`src/rtl/u16pe_pkg.sv`:
```
// Package for the UTF-16 URL percent encoder.
// Holds the pipeline payload types, character constants and the helper functions.
// It has no dependencies.
package u16pe_pkg;

	// ASCII codes used while building escapes.
	localparam logic [6:0] CH_PERCENT = 7'h25;
	localparam logic [6:0] CH_DIGIT0  = 7'h30;
	localparam logic [6:0] CH_UPPER_A = 7'h41;

	// Number of characters that one code unit can produce.
	localparam int MAX_CHARS = 9;
	localparam int CNT_W     = 4;

	// Payload carried by stage 1.
	typedef struct packed {
		logic [15:0] code_unit;
		logic        final_unit;
		logic        safe;
	} cls_t;

	// Payload carried by stage 2: the UTF-8 bytes, with the first byte in slot 0.
	typedef struct packed {
		logic [2:0][7:0] utf8;
		logic [1:0]      nbytes;
		logic            safe;
		logic [6:0]      ch;
		logic            final_unit;
	} enc_t;

	// Returns 1 when the unit passes through unescaped.
	function automatic logic unit_is_safe(input logic [15:0] u);
		logic r;
		begin
			r = 1'b0;
			if (u[15:7] == '0) begin
				case (u[6:0]) inside
					[7'h30:7'h39], [7'h41:7'h5A], [7'h61:7'h7A]: r = 1'b1;
					7'h3A, 7'h2F, 7'h2E, 7'h3F, 7'h5F, 7'h2D, 7'h3D, 7'h26: r = 1'b1;
					default: r = 1'b0;
				endcase
			end
			return r;
		end
	endfunction

	// Upper-case hex digit for one nibble.
	function automatic logic [6:0] hex_char(input logic [3:0] n);
		logic [6:0] r;
		begin
			if (n < 4'd10) begin
				r = CH_DIGIT0 + {3'b000, n};
			end else begin
				r = CH_UPPER_A + {3'b000, n - 4'd10};
			end
			return r;
		end
	endfunction

endpackage

```
`src/rtl/u16pe_classify.sv`:
```
// Stage 1 of the encoder: registers the code unit and tests it against the safe set.
// Units of value zero are dropped here. Depends on u16pe_pkg.
module u16pe_classify (
	input  logic               clk,
	input  logic               arst_n,
	input  logic               in_valid,
	output logic               in_ready,
	input  logic [15:0]        code_unit,
	input  logic               final_unit,
	output logic               out_valid,
	input  logic               out_ready,
	output u16pe_pkg::cls_t    out_data
);
	import u16pe_pkg::*;

	logic valid_s1;
	cls_t data_s1;

	// The stage takes a new transaction whenever it is empty or is being drained.
	assign in_ready = !valid_s1 || out_ready;

	// Valid bit of the stage; a zero unit produces no output and leaves no item.
	always_ff @(posedge clk or negedge arst_n) begin
		if (!arst_n) begin
			valid_s1 <= 1'b0;
		end else if (in_ready) begin
			valid_s1 <= in_valid && (code_unit != 16'h0000);
		end
	end

	// Payload register.
	always_ff @(posedge clk) begin
		if (in_ready && in_valid) begin
			data_s1.code_unit  <= code_unit;
			data_s1.final_unit <= final_unit;
			data_s1.safe       <= unit_is_safe(code_unit);
		end
	end

	assign out_valid = valid_s1;
	assign out_data  = data_s1;

endmodule

```
`src/rtl/u16pe_utf8.sv`:
```
// Stage 2 of the encoder: converts each code unit to one to three UTF-8 bytes.
// Every surrogate half becomes the replacement character. Depends on u16pe_pkg.
module u16pe_utf8 (
	input  logic               clk,
	input  logic               arst_n,
	input  logic               in_valid,
	output logic               in_ready,
	input  u16pe_pkg::cls_t    in_data,
	output logic               out_valid,
	input  logic               out_ready,
	output u16pe_pkg::enc_t    out_data
);
	import u16pe_pkg::*;

	logic valid_s2;
	enc_t data_s2;
	enc_t enc_d;
	logic [15:0] u;

	assign in_ready = !valid_s2 || out_ready;
	assign u = in_data.code_unit;

	// UTF-8 byte builder.
	always_comb begin
		enc_d            = '0;
		enc_d.safe       = in_data.safe;
		enc_d.ch         = u[6:0];
		enc_d.final_unit = in_data.final_unit;
		if (u < 16'h0080) begin
			enc_d.nbytes  = 2'd1;
			enc_d.utf8[0] = {1'b0, u[6:0]};
		end else if (u < 16'h0800) begin
			enc_d.nbytes  = 2'd2;
			enc_d.utf8[0] = {3'b110, u[10:6]};
			enc_d.utf8[1] = {2'b10, u[5:0]};
		end else if (u[15:11] == 5'b11011) begin
			enc_d.nbytes  = 2'd3;
			enc_d.utf8[0] = 8'hEF;
			enc_d.utf8[1] = 8'hBF;
			enc_d.utf8[2] = 8'hBD;
		end else begin
			enc_d.nbytes  = 2'd3;
			enc_d.utf8[0] = {4'b1110, u[15:12]};
			enc_d.utf8[1] = {2'b10, u[11:6]};
			enc_d.utf8[2] = {2'b10, u[5:0]};
		end
	end

	// Valid bit of the stage.
	always_ff @(posedge clk or negedge arst_n) begin
		if (!arst_n) begin
			valid_s2 <= 1'b0;
		end else if (in_ready) begin
			valid_s2 <= in_valid;
		end
	end

	// Payload register.
	always_ff @(posedge clk) begin
		if (in_ready && in_valid) begin
			data_s2 <= enc_d;
		end
	end

	assign out_valid = valid_s2;
	assign out_data  = data_s2;

endmodule

```
`src/rtl/u16pe_serializer.sv`:
```
// Stage 3 of the encoder: expands the bytes into escapes, a safe unit into one character,
// and shifts them out one character per cycle while out_ready is high. Depends on u16pe_pkg.
module u16pe_serializer (
	input  logic               clk,
	input  logic               arst_n,
	input  logic               in_valid,
	output logic               in_ready,
	input  u16pe_pkg::enc_t    in_data,
	output logic               out_valid,
	input  logic               out_ready,
	output logic [6:0]         out_char,
	output logic               unit_done,
	output logic               string_done
);
	import u16pe_pkg::*;

	logic                 valid_s3;
	logic [CNT_W-1:0]     count_s3;
	logic [6:0]           chars_s3 [MAX_CHARS];
	logic                 final_s3;
	logic [6:0]           chars_d  [MAX_CHARS];
	logic [CNT_W-1:0]     count_d;
	logic                 last_char;
	logic                 load;
	logic                 shift;

	assign last_char = (count_s3 == CNT_W'(1));
	assign in_ready  = !valid_s3 || (out_ready && last_char);
	assign load      = in_valid && in_ready;
	assign shift     = valid_s3 && out_ready && !last_char;

	// Character expansion: a safe unit is one character, else three per byte.
	always_comb begin
		for (int i = 0; i < MAX_CHARS; i++) begin
			chars_d[i] = '0;
		end
		if (in_data.safe) begin
			chars_d[0] = in_data.ch;
			count_d    = CNT_W'(1);
		end else begin
			for (int k = 0; k < 3; k++) begin
				chars_d[3*k]   = CH_PERCENT;
				chars_d[3*k+1] = hex_char(in_data.utf8[k][7:4]);
				chars_d[3*k+2] = hex_char(in_data.utf8[k][3:0]);
			end
			count_d = CNT_W'(in_data.nbytes) * CNT_W'(3);
		end
	end

	// Control: valid bit and the count of characters still to send.
	always_ff @(posedge clk or negedge arst_n) begin
		if (!arst_n) begin
			valid_s3 <= 1'b0;
			count_s3 <= '0;
		end else if (load) begin
			valid_s3 <= 1'b1;
			count_s3 <= count_d;
		end else if (shift) begin
			count_s3 <= count_s3 - CNT_W'(1);
		end else if (valid_s3 && out_ready) begin
			valid_s3 <= 1'b0;
			count_s3 <= '0;
		end
	end

	// Character shift line; the head entry is always the next character.
	always_ff @(posedge clk) begin
		if (load) begin
			for (int i = 0; i < MAX_CHARS; i++) begin
				chars_s3[i] <= chars_d[i];
			end
			final_s3 <= in_data.final_unit;
		end else if (shift) begin
			for (int i = 0; i < MAX_CHARS - 1; i++) begin
				chars_s3[i] <= chars_s3[i+1];
			end
			chars_s3[MAX_CHARS-1] <= '0;
		end
	end

	assign out_valid   = valid_s3;
	assign out_char    = chars_s3[0];
	assign unit_done   = last_char;
	assign string_done = last_char && final_s3;

endmodule

```
`src/rtl/utf16_url_percent_encoder.sv`:
```
// Top level of the UTF-16 URL percent encoder: three pipeline stages in a row.
// Depends on u16pe_pkg, u16pe_classify, u16pe_utf8 and u16pe_serializer.
//
//   Channel  | Signals                      | Carries
//   ---------+------------------------------+------------------------------------------
//   s_axis   | tvalid tready tdata tlast    | one UTF-16 code unit, tlast = final_unit
//   m_axis   | tvalid tready tdata tuser    | one ASCII character, tuser = unit_done,
//            | tlast                        | tlast = string_done
//
// The first character of a code unit reaches m_axis once the unit has gone through the
// stage 1 and stage 2 registers and is loaded into stage 3. A unit gives one character
// when it is safe and three per UTF-8 byte otherwise (up to nine). The character shifter
// in the last stage sets the sustained rate of one character per cycle while m_axis_tready
// is high; a new unit loads in the same cycle that the last character of the previous one
// leaves. Reset clears the valid bits of all stages. While m_axis_tready is low every full
// stage holds its contents and s_axis_tready drops once the pipeline is full.
module utf16_url_percent_encoder (
	input  logic        clk,
	input  logic        arst_n,
	input  logic        s_axis_tvalid,
	output logic        s_axis_tready,
	input  logic [15:0] s_axis_tdata,   // [15:0] code_unit
	input  logic        s_axis_tlast,
	output logic        m_axis_tvalid,
	input  logic        m_axis_tready,
	output logic [7:0]  m_axis_tdata,   // [6:0] out_char, [7] zero fill
	output logic [0:0]  m_axis_tuser,   // [0] unit_done
	output logic        m_axis_tlast
);
	import u16pe_pkg::*;

	logic       cls_valid;
	logic       cls_ready;
	cls_t       cls_data;
	logic       enc_valid;
	logic       enc_ready;
	enc_t       enc_data;
	logic [6:0] out_char;
	logic       unit_done;

	// Stage 1: safe-set test.
	u16pe_classify u_classify (
		.clk        (clk),
		.arst_n     (arst_n),
		.in_valid   (s_axis_tvalid),
		.in_ready   (s_axis_tready),
		.code_unit  (s_axis_tdata),
		.final_unit (s_axis_tlast),
		.out_valid  (cls_valid),
		.out_ready  (cls_ready),
		.out_data   (cls_data)
	);

	// Stage 2: UTF-8 conversion.
	u16pe_utf8 u_utf8 (
		.clk       (clk),
		.arst_n    (arst_n),
		.in_valid  (cls_valid),
		.in_ready  (cls_ready),
		.in_data   (cls_data),
		.out_valid (enc_valid),
		.out_ready (enc_ready),
		.out_data  (enc_data)
	);

	// Stage 3: escape expansion and character output.
	u16pe_serializer u_serializer (
		.clk         (clk),
		.arst_n      (arst_n),
		.in_valid    (enc_valid),
		.in_ready    (enc_ready),
		.in_data     (enc_data),
		.out_valid   (m_axis_tvalid),
		.out_ready   (m_axis_tready),
		.out_char    (out_char),
		.unit_done   (unit_done),
		.string_done (m_axis_tlast)
	);

	assign m_axis_tdata = {1'b0, out_char};
	assign m_axis_tuser = unit_done;

endmodule

```
`config.mk`:
```
export PLATFORM = sky130hd
export DESIGN_NAME = utf16_url_percent_encoder
export DESIGN_NICKNAME = d
export VERILOG_FILES = /design/src/rtl/u16pe_pkg.sv /design/src/rtl/u16pe_classify.sv /design/src/rtl/u16pe_utf8.sv /design/src/rtl/u16pe_serializer.sv /design/src/rtl/utf16_url_percent_encoder.sv
export SDC_FILE = /design/constraint.sdc
export NUM_CORES = 1
export LEC_CHECK = 0
export ABC_CLOCK_PERIOD_IN_PS = 8350
export BUFFER_PORTS_ARGS = -buffer_cell sky130_fd_sc_hd__buf_4
export CORE_MARGIN = 4
export CORE_UTILIZATION = 30
export CTS_CLUSTER_SIZE = 12
export DETAILED_ROUTE_END_ITERATION = 7
export PLACE_DENSITY = 0.41
export SETUP_SLACK_MARGIN = 0.4
export SLEW_MARGIN = 20
export SYNTH_ARGS = -nofsm -noshare
export SYNTH_HDL_FRONTEND = slang
export SYNTH_SLANG_ARGS = --single-unit
```
`constraint.sdc`:
```
create_clock -name clk -period 8.35 [get_ports clk]
set_clock_uncertainty 0.15 [all_clocks]
set_input_delay 0.835 -clock clk [delete_from_list [all_inputs] [get_ports clk]]
set_output_delay 0.835 -clock clk [all_outputs]
set_load 0.1 [all_outputs]
```
Word-level counts from Yosys, hierarchy flattened --
Memory sizes are Yosys's and may differ from the RTL's. Index checks and enable logic that the tools add are counted.
Operators by class: $add $sub $neg 19, $mul 1, order comparisons 14, eq/ne operators 11, mux-type cells 34, bitwise operators 9, reductions and logical operators 27
Operator list (count):
- 7-bit 2-to-1 mux | 16
- 56-bit 2-to-1 mux | 1
- 7-bit by 6-bit equality test with 1-bit output, second input constant | 7
- 6-bit by 4-bit adder with 7-bit output, first input constant | 6
- 7-bit by 4-bit adder with 7-bit output, first input constant | 6
- 4-bit less-than comparator, second input constant | 6
- 24-bit 2-to-1 mux | 1
- 4-bit subtractor, second input constant | 6
- 18-bit 2-to-1 mux | 1
- 16-bit by 12-bit less-than comparator with 1-bit output, second input constant | 1
- 16-bit by 8-bit less-than comparator with 1-bit output, second input constant | 1
- 4-bit 2-to-1 mux | 4
- 16-bit nonzero test | 1
- 7-bit greater-or-equal comparator, second input constant | 2
- 7-bit <= comparator, second input constant | 2
- 1-bit logical AND | 11
- 1-bit 2-to-1 mux | 10
- 9-bit logical NOT | 1
- 9-bit 2-to-1 mux | 1
- 1-bit bitwise OR | 9
- 8-bit OR reduction | 1
- 7-bit equality test, second input constant | 1
- 7-bit by 6-bit greater-or-equal comparator with 1-bit output, second input constant | 1
- 7-bit by 6-bit <= comparator with 1-bit output, second input constant | 1
- 12 further kinds | 18
Word-level totals: register bits 61, RAM bits 63, input port bits 21, output and inout bits 12, logic and storage cells 134, memories 1
Memory list:
- u_serializer.chars_s3 | depth 9, bits a word 7, rd ports 9, clocked after memory_dff 0, write ports 9, RTL line u16pe_serializer.sv:19 | logic [6:0] chars_s3 [MAX_CHARS];

Longest topological paths before layout --
Gate-level depths: netlist of run 1.
depth in word-level cells 7, gate-level depth with buffers 10, depth with buffers taken out 7

Cells and area by module --
A second synthesis of run 1 with hierarchy kept.
Unflattened totals: cell total of the unflattened synthesis 465, area total of the unflattened synthesis 5969.5 µm²
By module, submodules not included:
- u16pe_serializer | instances 1, cells an instance 324, area an instance 3846.2 µm², seq. area each 2047.0 µm²
- u16pe_utf8 | instances 1, cells an instance 95, area an instance 1363.8 µm², seq. area each 955.9 µm²
- u16pe_classify | instances 1, cells an instance 44, area an instance 748.2 µm², seq. area each 565.5 µm²
- utf16_url_percent_encoder | instances 1, cells an instance 2, area an instance 11.3 µm², seq. area each 0.0 µm²

Least setup slack after synthesis of run 1 --
Ideal clock, no wire load.
path kind register to register, from reg u_serializer.count_s3[1], to mem u_serializer.chars_s3[0][0] (enable), setup time 572 ps, data arrival time 6466 ps, data required time 7628 ps, path slack 1162 ps, cell stages (with the launch flop) 8, buffers on the path 1, clock period less this slack 7188 ps, cells stage by stage dfrtp_1 -> inv_1 -> ha_1 -> or3b_1 -> buf_2 -> inv_1 -> a21oi_1 -> o21ai_0
RTL lines:
- from (decl) | RTL line u16pe_serializer.sv:18 | logic [CNT_W-1:0] count_s3;
- from (signal assigned) | RTL line u16pe_serializer.sv:57 | count_s3 <= count_d;
- from (signal assigned) | RTL line u16pe_serializer.sv:59 | count_s3 <= count_s3 - CNT_W'(1);
- to (decl) | RTL line u16pe_serializer.sv:19

Worst setup path in the final report of run 1 --
from reg u_serializer.count_s3[0], to out s_axis_tready
On the way: cells in the longest elaborated chain, start to end 5
Ends and longest elaborated chain:
- 4-bit by 1-bit equality test with 1-bit output | RTL line u16pe_serializer.sv:27 | assign last_char = (count_s3 == CNT_W'(1));
- 1-bit logical AND | RTL line u16pe_serializer.sv:28 | assign in_ready = !valid_s3 || (out_ready && last_char);
- 1-bit logical OR | RTL line u16pe_serializer.sv:28
- 1-bit logical OR | RTL line u16pe_utf8.sv:20 | assign in_ready = !valid_s2 || out_ready;
- 1-bit logical OR | RTL line u16pe_classify.sv:20 | assign in_ready = !valid_s1 || out_ready;
- to (decl) | RTL line utf16_url_percent_encoder.sv:21 | output logic s_axis_tready,
No other way between the ends.

==> results.md, run 1 <==
- Status: complete, no violations
- Count of final setup violators: 0
- Placed wire-length estimate: 7754 um
- IO buf count: 31
- Clock root buffer: sky130_fd_sc_hd__clkbuf_16
- Via count: 3515
- Resized Gates After CTS: 0
- Ratio of cells with drive above 1 in the final layout: 14.51%
- Max-capacitance violation count: 0
- Classification of the worst-slack hold path: primary input to async pin
- Ratio of final minimum period to clock period: 41.27%
- Max Root-Sink Buffers: 2
- Number of antenna cells inserted: 0
- Switching power: 0.0007370 W
- PD cells: 345.7 nW/um^2
- Sequential share of power: 42.8%
- Number of global-route vias before repair: 3540
- Number of buffers inserted by post-CTS setup repair: 0
- Top cell type's share of synthesized area: 59.67%
- Critical setup path kind: register to output port
- Total grt overflow: 0
- Worst endpoint required time: 7.36 ns
- Residual antenna-violating net count after detailed routing: 0
- Number of rows in the core area: 50
- Chip Width: 145.7 um
- Setup TNS: 0 ns
- Top fanout value on the critical path: 6
- Clock tree from TritonCTS: yes
- Switch share: 31.89%
- Top cells by area in the synthesized netlist: sky130_fd_sc_hd__edfxtp_1 (60%), sky130_fd_sc_hd__ha_1 (4.6%), sky130_fd_sc_hd__nand2_1 (4.5%), sky130_fd_sc_hd__dfrtp_1 (3.1%), sky130_fd_sc_hd__o21ai_0 (2.5%)
- Post-synthesis instance area: 5687 sq um
- Number of max-slew violations in the final report: 0
- Static leakage power: 2.570 nW
- Total Wirelength: 11350 um
- Kind of end point of the critical path: output port
- Residual DRC count: 0
- Avg WL per Cell: 15.11 um
- Global placement routability congestion: 0.7898
- 1st-iter DRT viols: 203
- Number of synthesized register bits: 120
- Overall die area: 21220 sq um
- Headroom to the max-slew limit: 37.59%
- Area leader, netlist: sky130_fd_sc_hd__edfxtp_1
- Core area: 18710 sq um
- Syn nets: 525
- Count of flip-flops with a built-in enable after synthesis: 113
- Commonest cells in the netlist: sky130_fd_sc_hd__edfxtp_1 (113), sky130_fd_sc_hd__nand2_1 (68), sky130_fd_sc_hd__nor2_1 (35)
- Number of distinct standard cells referenced by the synthesized netlist: 55
- Most used standard cell by instance count after synthesis: sky130_fd_sc_hd__edfxtp_1
- Hold violation count in the final report: 0
- Layout area overhead: 17.58%
- # IOs: 33
- Clock period minus final worst setup slack: 3.446 ns
- Number of warnings issued by yosys: 0
- Aggregate global-route resource usage: 11.08%
- Post-synthesis sequential area ratio: 62.75%
- Wire length of the first global-routing pass: 18610 um
- Number of detailed-route iterations in the first pass: 4
- Total number of nets in the final design: 546
- Post-Synthesis Cells: 483
- Largest net degree at the start of global routing: 73
- Worst supply voltage drop on vdd: 0.0001437 V
- Startpoint type of the worst setup path: register
- Effective utilization at floorplan: 30.40%
- RSZ-0062 raised after global routing: false
- Worst Max-Slew Pin Slew: 0.9362 ns
- Highest achievable clock rate: 290.2 MHz
- Async set-reset flop share out of synthesis: 5.833%
- Worst-skew pair later-pin latency: 0.40 ns
- Mean cell area of the mapped netlist: 11.77 sq um
- Clock power share: 32.3%
- Internal power: 0.001574 W
- Maximum level of the CTS H-tree: 4
- Post-layout total power: 0.002311 W
- Clock-pin slew of the registers on the worst-case setup and hold paths: 0.05 ns
- Number of antenna violations at the first check in global routing: 0
- Mean number of vias per cell: 4.680
- Worst path arrival time: 2.46 ns
- Count of clock tree sinks: 120
- Logic gate share of total power: 24.9%
- Hold-fix buffer count after cts: 0
- Most frequently used flop master after synthesis: sky130_fd_sc_hd__edfxtp_1
- Number of buffers added by the clock tree synthesis step: 17
- Die outline height: 145.7 um
==> per-stage QoR <==
step	hold WS, ns	area (sq um)	cells	utilization [%]	worst slack, ns
after detailed placement	0.2662	6077	719	32.49	5.334
after global placement	0.2598	6077	719	32.49	5.410
after floorplan	0.2503	5687	483	-	1.162
final	0.08087	6686	751	35.75	4.904
after CTS	0.06274	6686	751	35.75	4.890
after global routing	0.06535	6686	751	35.75	4.716
==> registers in the layout (all words and copies together), names as in the netlist <==
signal,count
u_serializer.chars_s3,63
u_classify.out_valid,1
u_utf8.out_data,31
u_serializer.final_s3,1
u_serializer.out_valid,1
u_serializer.count_s3,4
u_utf8.out_valid,1
u_classify.out_data,18
==> power groups by stage <==
stage / registers, W / clock network [W] / logic [W]
floorplan: 0.000991 / 0 / 0.000474
global placement: 0.00100 / 0 / 0.000583
global route: 0.00101 / 0.000791 / 0.000639
CTS: 0.000993 / 0.000762 / 0.000588
detailed placement: 0.00100 / 0 / 0.000587
finish: 0.000989 / 0.000747 / 0.000576
==> routing by layer <==
layer  wire [um]  track usage (%)  vias up
met2        5210            17.14       60
met5           0                0        -
li1            -                -     1764
met4         112            3.561        0
met3         377            3.519        6
met1        5649            14.83     1685
==> cells in the final DEF (no fill, tap or decap), types with 4 or more instances in the layout <==
cell type / count
sky130_fd_sc_hd__clkbuf_16: 17
sky130_fd_sc_hd__inv_1: 33
sky130_fd_sc_hd__xnor2_1: 5
sky130_fd_sc_hd__and2_1: 11
sky130_fd_sc_hd__o31ai_1: 13
sky130_fd_sc_hd__dfrtp_1: 7
sky130_fd_sc_hd__ha_1: 21
sky130_fd_sc_hd__nor2_1: 35
sky130_fd_sc_hd__a31oi_1: 7
sky130_fd_sc_hd__a21oi_1: 27
sky130_fd_sc_hd__clkinv_2: 4
sky130_fd_sc_hd__edfxtp_1: 113
sky130_fd_sc_hd__nand2b_1: 7
sky130_fd_sc_hd__nor3_1: 7
sky130_fd_sc_hd__o21ai_0: 27
sky130_fd_sc_hd__clkbuf_8: 4
sky130_fd_sc_hd__xor2_1: 10
sky130_fd_sc_hd__buf_4: 34
sky130_fd_sc_hd__nand3_1: 7
sky130_fd_sc_hd__nand2_1: 68
sky130_fd_sc_hd__mux2i_1: 4
==> kinds of logic (layout without fill, tap and decap cells) <==
kind of cell             Yosys count  count (layout)  synth area share (%)
XOR/XNOR                          15              15                 2.310
adder cells (fa/ha/maj)           21              21                 4.620
AO/OA/AOI/OAI                    100             100                 11.22
buffers and inverters             65              99                 5.215
flip-flops                       120             120                 62.75
AND/OR/NAND/NOR                  156             156                 12.92
multiplexers                       5               5                0.9021
other                              1               1               0.06594
==> cell type report <==
cell class | instances | area (sq um)
clock buffer | 24 | 491.7
sequential | 120 | 3568
clock inverter | 8 | 117.6
tap | 234 | 292.8
multi-input combinational | 298 | 1837
inverter | 33 | 123.9
timing repair buffer | 34 | 255.2
fill | 1820 | 12020
==> final timing paths <==
| path | from | end | slack [ns] | cells after the start |
|---|---|---|---|---|
| worst max-delay path | u_serializer.count_s3[0] | s_axis_tready | 4.90 | 6 |
| worst min-delay path | arst_n | u_classify.out_valid | 0.08 | 1 |
| min in group clk | u_classify.out_data[0] | u_utf8.out_data[8] | 0.28 | 0 |
| worst min register to register | u_classify.out_data[0] | u_utf8.out_data[8] | 0.28 | 0 |
| max in group asynchronous | arst_n | u_serializer.count_s3[3] | 7.84 | 1 |
| worst max register to register | u_serializer.count_s3[1] | u_serializer.chars_s3[0][61] | 5.50 | 7 |
==> critical path, cell delays in order, from the launching register on <==
cell                      delay [ns]
sky130_fd_sc_hd__dfrtp_1        0.41
sky130_fd_sc_hd__ha_1           0.22
sky130_fd_sc_hd__or3b_1         0.26
sky130_fd_sc_hd__inv_1          0.11
sky130_fd_sc_hd__a21oi_1        0.55
sky130_fd_sc_hd__nand3_1        0.22
sky130_fd_sc_hd__buf_4          0.28
Power figures use the tool's default switching activity.
==> run 2: changes to the inputs <==
Settings changed: ABC_CLOCK_PERIOD_IN_PS 8350 to 3400.
Clock period 8.35 ns to 3.4 ns, I/O delays scaled along.
==> run 2 against run 1 <==
Clock power rose by 140%. Critical path depth rose by 1. Critical path type unchanged. Cell count rose by 2.7%. Utilization rose by 1.2 points. Non-clock buffer count rose by 20. Via count rose by 2.4%. Hold slack got worse by 0.052 ns. Combinational power rose to 2.6 times the previous value. Wire length barely moved. Sequential power rose by 150%.
==> results.md, run 2 (synthesis gave the netlist of run 1 again) <==
- Status: complete, no violations
- Non-Filler Cell Area, Final: 6918 sq um (+3.5%)
- Chip Width: 145.7 um (unchanged)
- Total grt overflow: 0 (unchanged)
- Clock tree from TritonCTS: yes
- Number of antenna violations at the first check in global routing: 0 (unchanged)
- Number of detailed-route iterations in the first pass: 4 (unchanged)
- Static leakage power: 2.665 nW (+3.7%)
- Startpoint type of the worst setup path: register
- Top fanout value on the critical path: 6 (unchanged)
- Worst endpoint required time: 2.91 ns (-4.45 ns)
- Ratio of final minimum period to clock period: 79.96%
- Crit path cell chain: inv_1 -> ha_1 -> or3b_1 -> clkinvlp_4 -> a21oi_4 -> nand3_4 -> buf_4
- Headroom to the max-slew limit: 37.58% (about the same)
- Max Root-Sink Buffers: 2 (unchanged)
- Residual DRC count: 0 (unchanged)
- Avg WL per Cell: 14.72 um (-2.6%)
- RSZ-0062 raised after global routing: false
- Die outline height: 145.7 um (unchanged)
- Worst supply voltage drop on vdd: 0.0003540 V (+150%)
- Worst-skew pair later-pin latency: 0.41 ns (about the same)
- PD cells: 818.3 nW/um^2 (+140%)
- Placed cell count: 721 (+0.28%)
- Effective utilization at floorplan: 30.40% (unchanged)
- Aggregate global-route resource usage: 11.11% (+0.037 points)
- Count of clock tree sinks: 120 (unchanged)
- Worst path arrival time: 2.23 ns (-0.23 ns)
- Overall die area: 21220 sq um (unchanged)
- Maximum level of the CTS H-tree: 4 (unchanged)
- Setup TNS: 0 ns (unchanged)
- Number of flip-flops in the largest register: 63 (unchanged)
- Residual antenna-violating net count after detailed routing: 0 (unchanged)
- Standard cell area after detailed placement: 6133 sq um (+0.93%)
- CP delay by family, top: buffers and inverters
- Number of rows in the core area: 50 (unchanged)
- Commonest cells after routing, fill and taps aside: sky130_fd_sc_hd__edfxtp_1 (113), sky130_fd_sc_hd__nand2_1 (68), sky130_fd_sc_hd__nor2_1 (35), sky130_fd_sc_hd__buf_4 (35), sky130_fd_sc_hd__inv_1 (32)
- Final design utilization: 36.98% (+1.2 points)
- Via count: 3601 (+2.4%)
- Layout area overhead: 21.65%
- Global placement routability congestion: 0.7845 (-0.67%)
- Largest net degree at the start of global routing: 73 (unchanged)
- Mean number of vias per cell: 4.671 (-0.21%)
- Highest achievable clock rate: 367.8 MHz
- Cell Count, Final, Fillers Out: 771 (+2.7%)
- IO buf count: 31 (unchanged)
- Clock period minus final worst setup slack: 2.719 ns
- Peak per-stage delay on the critical path: 0.37 ns (-0.18 ns)
- Clock-pin slew of the registers on the worst-case setup and hold paths: 0.06 ns (about the same)
- Reg with most FFs: u_serializer.chars_s3
- Hold violation count in the final report: 0 (unchanged)
- Critical setup path kind: register to output port
- 1st-iter DRT viols: 202 (-0.49%)
- Count of final setup violators: 0 (unchanged)
- Number of antenna cells inserted: 0 (unchanged)
- Worst hold slack across all endpoints: 0.02887 ns (-0.05200 ns)
- Clock root buffer: sky130_fd_sc_hd__clkbuf_16
- Number of max-slew violations in the final report: 0 (unchanged)
- Kind of end point of the critical path: output port
- # IOs: 33 (unchanged)
- Most common library cell in the layout ignoring fill and taps: sky130_fd_sc_hd__edfxtp_1
- Master of the slowest instance on the critical path: sky130_fd_sc_hd__dfrtp_1
- Wire length of the first global-routing pass: 18560 um (-0.26%)
- Placed wire-length estimate: 7694 um (-0.77%)
- Classification of the worst-slack hold path: primary input to register
- Worst Max-Slew Pin Slew: 0.9363 ns (+0.00009590 ns)
- Resized Gates After CTS: 0 (unchanged)
- Ratio of cells with drive above 1 in the final layout: 15.64% (+1.1 points)
- Total number of nets in the final design: 566 (+3.7%)
- Number of global-route vias before repair: 3580 (+1.1%)
- Number of buffers added by the clock tree synthesis step: 17 (unchanged)
- Core area: 18710 sq um (unchanged)
- Max-capacitance violation count: 0 (unchanged)
- Total Wirelength: 11350 um (about the same)
- Number of buffers and inverters on the critical path: 3 (+1)
run 2: cell count changes in the layout (fill, tap and decap cells not counted), sizes merged:
cell         change
clkinv           +1
bufinv           -3
buf              +2
inv              +4
clkbuf           -2
dlygate4sd3     +18
run 2: final timing paths:
check | endpoint | cells past startpoint | start | slack [ns]
max | s_axis_tready | 7 | u_serializer.count_s3[1] | 0.68
min | u_classify.out_valid | 3 | s_axis_tvalid | 0.03
max reg2reg | u_serializer.chars_s3[0][22] | 7 | u_serializer.count_s3[1] | 0.84
min reg2reg | u_utf8.out_data[8] | 0 | u_classify.out_data[0] | 0.27
max in group asynchronous | u_serializer.count_s3[1] | 2 | arst_n | 2.86
min in group asynchronous | u_serializer.out_valid | 2 | arst_n | 0.12
run 2: per-layer routing:
layer	GRT usage (%)	wire [um]
met1	14.69	5648
met2	17.14	5244
met3	3.893	358
met4	3.609	95
met5	0	0
run 2: power by group:
part           internal [W]  switching (W)
registers           0.00224       0.000190
clock network       0.00111       0.000658
logic              0.000440        0.00103
run 2: area by class of cell:
cell class	instances	area, sq um
clock buffers	22	528.0
clock inverters	10	76.32
fillers	1810	11790
inverters	33	127.6
multi-input cells	298	1862
flip-flops and latches	120	3568
well taps	234	292.8
repair buffers	54	462.9
run 2: timing repair:
| item | 4_1_cts | 5_1_grt |
|---|---|---|
| hold endpoints to repair | 24 | 0 |
| endpoints found under the setup margin | 0 | 0 |
| setup buffers | 0 | 0 |
| hold buffers | 18 | 0 |
run 2: worst reg2reg max path, stage by stage (launching register included):
cell,delay [ns]
sky130_fd_sc_hd__dfrtp_1,0.39
sky130_fd_sc_hd__inv_1,0.09
sky130_fd_sc_hd__ha_1,0.16
sky130_fd_sc_hd__or3b_1,0.47
sky130_fd_sc_hd__clkinvlp_4,0.16
sky130_fd_sc_hd__a21oi_4,0.11
sky130_fd_sc_hd__o21ai_4,0.32
sky130_fd_sc_hd__buf_12,0.31
run 2: through the flow:
step                setup slack, ns  total power (W)
global placement             0.8889         0.003933
finish                       0.6812         0.005661
global route                 0.5022         0.005979
detailed placement           0.8447         0.003940
CTS                          0.6467         0.005749
floorplan                    0.1348         0.003590
==> run 3: changes to the inputs <==
Settings changed: ABC_AREA set to 1, ABC_CLOCK_PERIOD_IN_PS 3400 to 2280, PLACE_DENSITY 0.41 to 0.43.
Clock period 3.4 ns to 2.28 ns, I/O delays scaled along.
==> run 3 against run 2 <==
Cell count is 26% higher. Clock-buffer cell count is 3 lower. Via count is 20% higher. Critical path type unchanged. Sequential cell count stayed put. Highest routed layer unchanged.
==> results.md, run 3 <==
- Clock-pin slew of the registers on the worst-case setup and hold paths: 0.06 ns (about the same)
- Number of buffers and inverters on the critical path: 2 (-1)
- Static leakage power: 3.504 nW (+31%)
- Classification of the worst-slack hold path: primary input to async pin
- Worst supply voltage drop on vdd: 0.0004880 V (+38%)
- Max-capacitance violation count: 0 (unchanged)
- PD cells: 1102 nW/um^2 (+35%)
- Max Root-Sink Buffers: 2 (unchanged)
- Status: complete, no violations
- IO buf count: 31 (unchanged)
- Critical setup path kind: register to output port
- Wire length of the first global-routing pass: 21560 um (+16%)
- Top cell type's share of synthesized area: 57.79% (-1.9 points)
- Global placement routability congestion: 0.8084 (+3.0%)
- Commonest cells after routing, fill and taps aside: sky130_fd_sc_hd__nand2_1 (157), sky130_fd_sc_hd__edfxtp_1 (113), sky130_fd_sc_hd__inv_1 (72)
- Commonest cells in the netlist: sky130_fd_sc_hd__nand2_1 (172), sky130_fd_sc_hd__edfxtp_1 (113), sky130_fd_sc_hd__inv_1 (76)
- Layout area overhead: 38.18%
- Number of max-slew violations in the final report: 0 (unchanged)
- Count of clock tree sinks: 120 (unchanged)
- Clock tree from TritonCTS: yes
- Largest net degree at the start of global routing: 38 (-48%)
- Chip Width: 147.9 um (+1.5%)
- Most common library cell in the layout ignoring fill and taps: sky130_fd_sc_hd__nand2_1
- Effective utilization at floorplan: 30.98% (+0.58 points)
- Final WS setup: 0.2462 ns (-0.4351 ns)
- Maximum level of the CTS H-tree: 4 (unchanged)
- Residual DRC count: 0 (unchanged)
- Kind of end point of the critical path: output port
- Residual antenna-violating net count after detailed routing: 0 (unchanged)
- Clock root buffer: sky130_fd_sc_hd__clkbuf_16
- Total grt overflow: 0 (unchanged)
- Number of detailed-route iterations in the first pass: 5 (+1)
- Most used standard cell by instance count after synthesis: sky130_fd_sc_hd__nand2_1
- Clock power share: 28.9% (-2.3 points)
- Core area: 18960 sq um (+1.3%)
- Logic gate share of total power: 33.1% (+7.2 points)
- Placed cell count: 879 (+22%)
- Master of the slowest instance on the critical path: sky130_fd_sc_hd__dfrtp_1
- Mean number of vias per cell: 4.427 (-5.2%)
- Count of final setup violators: 0 (unchanged)
- Crit path cell chain: inv_2 -> ha_4 -> nand2_4 -> nor2_4 -> nand2_2 -> nand4_1 -> buf_8
- Number of antenna cells inserted: 0 (unchanged)
- Setup TNS: 0 ns (unchanged)
- Syn nets: 643 (+22%)
- Total number of nets in the final design: 744 (+31%)
- Number of distinct standard cells referenced by the synthesized netlist: 32 (-42%)
- Sequential share of power: 38.0% (-4.9 points)
- Post-Synthesis Cells: 601 (+24%)
- Avg WL per Cell: 14.66 um (-0.41%)
- Async set-reset flop share out of synthesis: 5.833% (unchanged)
- Worst endpoint required time: 1.90 ns (-1.01 ns)
- RSZ-0062 raised after global routing: true
- Placed wire-length estimate: 8845 um (+15%)
- Switching power: 0.002831 W (+51%)
- Ratio of final minimum period to clock period: 89.20%
- Number of warnings issued by yosys: 0 (unchanged)
- Mean cell area of the mapped netlist: 9.770 sq um (-17%)
- Number of flip-flops in the largest register: 63 (unchanged)
- Ratio of cells with drive above 1 in the final layout: 22.58% (+6.9 points)
- Internal power: 0.006110 W (+61%)
- Pre-CTS WS: 0.2216 ns (-0.6231 ns)
- 1st-iter DRT viols: 244 (+21%)
- Worst path arrival time: 1.66 ns (-0.57 ns)
- Post-synthesis instance area: 5872 sq um (+3.3%)
- Area leader, netlist: sky130_fd_sc_hd__edfxtp_1
- Die outline height: 147.9 um (+1.5%)
- Cell Count, Final, Fillers Out: 973 (+26%)
- Top fanout value on the critical path: 2 (-4)
- Top cells by area in the synthesized netlist: sky130_fd_sc_hd__edfxtp_1 (58%), sky130_fd_sc_hd__nand2_1 (11%), sky130_fd_sc_hd__inv_1 (4.9%), sky130_fd_sc_hd__nand3_1 (4.7%), sky130_fd_sc_hd__ha_1 (4.5%)
- Most frequently used flop master after synthesis: sky130_fd_sc_hd__edfxtp_1
- Reg with most FFs: u_serializer.chars_s3
- Number of rows in the core area: 50 (unchanged)
- Aggregate global-route resource usage: 12.83% (+1.7 points)
- Worst-skew pair later-pin latency: 0.41 ns (about the same)
- Number of synthesized register bits: 120 (unchanged)
- Highest achievable clock rate: 491.7 MHz
- Clock period minus final worst setup slack: 2.034 ns
- CP delay by family, top: simple AND/OR/NAND/NOR gates
- Count of flip-flops with a built-in enable after synthesis: 113 (unchanged)
- Number of buffers added by the clock tree synthesis step: 17 (unchanged)
- Switch share: 31.66% (-1.4 points)
- Overall die area: 21880 sq um (+3.1%)
- Total Wirelength: 14260 um (+26%)
- Number of antenna violations at the first check in global routing: 0 (unchanged)
- # IOs: 33 (unchanged)
- Peak per-stage delay on the critical path: 0.39 ns (+0.02 ns)
- Post-synthesis sequential area ratio: 60.77% (-2.0 points)
- Via count: 4307 (+20%)
- Hold violation count in the final report: 0 (unchanged)
- Number of global-route vias before repair: 4145 (+16%)
- Layout filler cell count: 1790 (-1.1%)
- Startpoint type of the worst setup path: register
==> run 3: cell count changes after synthesis, sizes merged, moves of 5 or more <==
cell	before	now
a21oi	27	16
a31oi	7	1
and2	11	0
buf	18	23
clkbuf	14	0
inv	33	81
nand2	68	176
nand2b	7	0
nand3	8	57
nor2	36	59
nor3	7	2
o31ai	13	0
xor2	10	2
==> run 3: cell families (layout without fill, tap and decap cells) <==
kind of cell | after synthesis | in the layout | synth area share, %
simple gates | 303 | 303 | 21.65
compound gates | 49 | 49 | 4.304
buf+inv | 104 | 216 | 8.289
other cells | 1 | 1 | 0.06386
flops | 120 | 120 | 60.77
xor+xnor | 3 | 3 | 0.4476
fa+ha+maj | 21 | 21 | 4.475
==> run 3: layout make-up <==
class,count,area [sq um],share of cell area (%)
flip-flops and latches,120,3570,43.99
multi-input cells,377,2002,24.67
repair buffers,105,1318,16.24
clock buffers,19,432.9,5.335
inverters,81,334.1,4.117
well taps,260,325.3,4.009
clock inverters,11,132.6,1.635
==> run 3: power by group through the flow <==
stage,combinational [W],clock [W],sequential (W)
2_1_floorplan,0.00154,0,0.00335
3_3_place_gp,0.00191,0,0.00342
3_5_place_dp,0.00193,0,0.00343
4_1_cts,0.00249,0.00265,0.00338
5_1_grt,0.00321,0.00275,0.00344
6_report,0.00296,0.00259,0.00340
==> run 3: worst paths after layout <==
kind	from	to	slack, ns	cells after the start
max	u_serializer.count_s3[1]	s_axis_tready	0.25	7
min	arst_n	u_serializer.count_s3[3]	0.02	2
max reg2reg	u_serializer.count_s3[1]	u_serializer.chars_s3[0][22]	0.25	11
min reg2reg	u_classify.out_data[1]	u_utf8.out_data[0]	0.27	0
max in group asynchronous	arst_n	u_serializer.out_valid	1.81	2
min in group clk	m_axis_tready	u_serializer.count_s3[0]	0.04	4
==> run 3: through the flow <==
step                cell area [sq um]  hold slack [ns]  total power, W  util, %
global placement                 6420          -0.1022        0.005334    33.87
floorplan                        5932          -0.2176        0.004893        -
finish                           8114          0.02161        0.008940    42.81
global route                     8114          0.02820        0.009406    42.81
detailed placement               6420         -0.09583        0.005355    33.87
CTS                              7574         0.008839        0.008525    39.95
==> run 3: metal layers <==
layer	global-route usage (%)	vias up	routed length, um
met5	0	-	0
li1	-	2185	-
met2	19.68	92	6624
met1	17.63	2019	6900
met3	3.709	11	547
met4	3.972	0	188
==> run 3: timing repair <==
item                       CTS  global route
pin swaps                    3             7
cloned                       6            12
setup endpoints to repair  107           169
resized for setup           18            64
buffers inserted            18             9
hold buffers                19             0
hold endpoints to repair    25             0
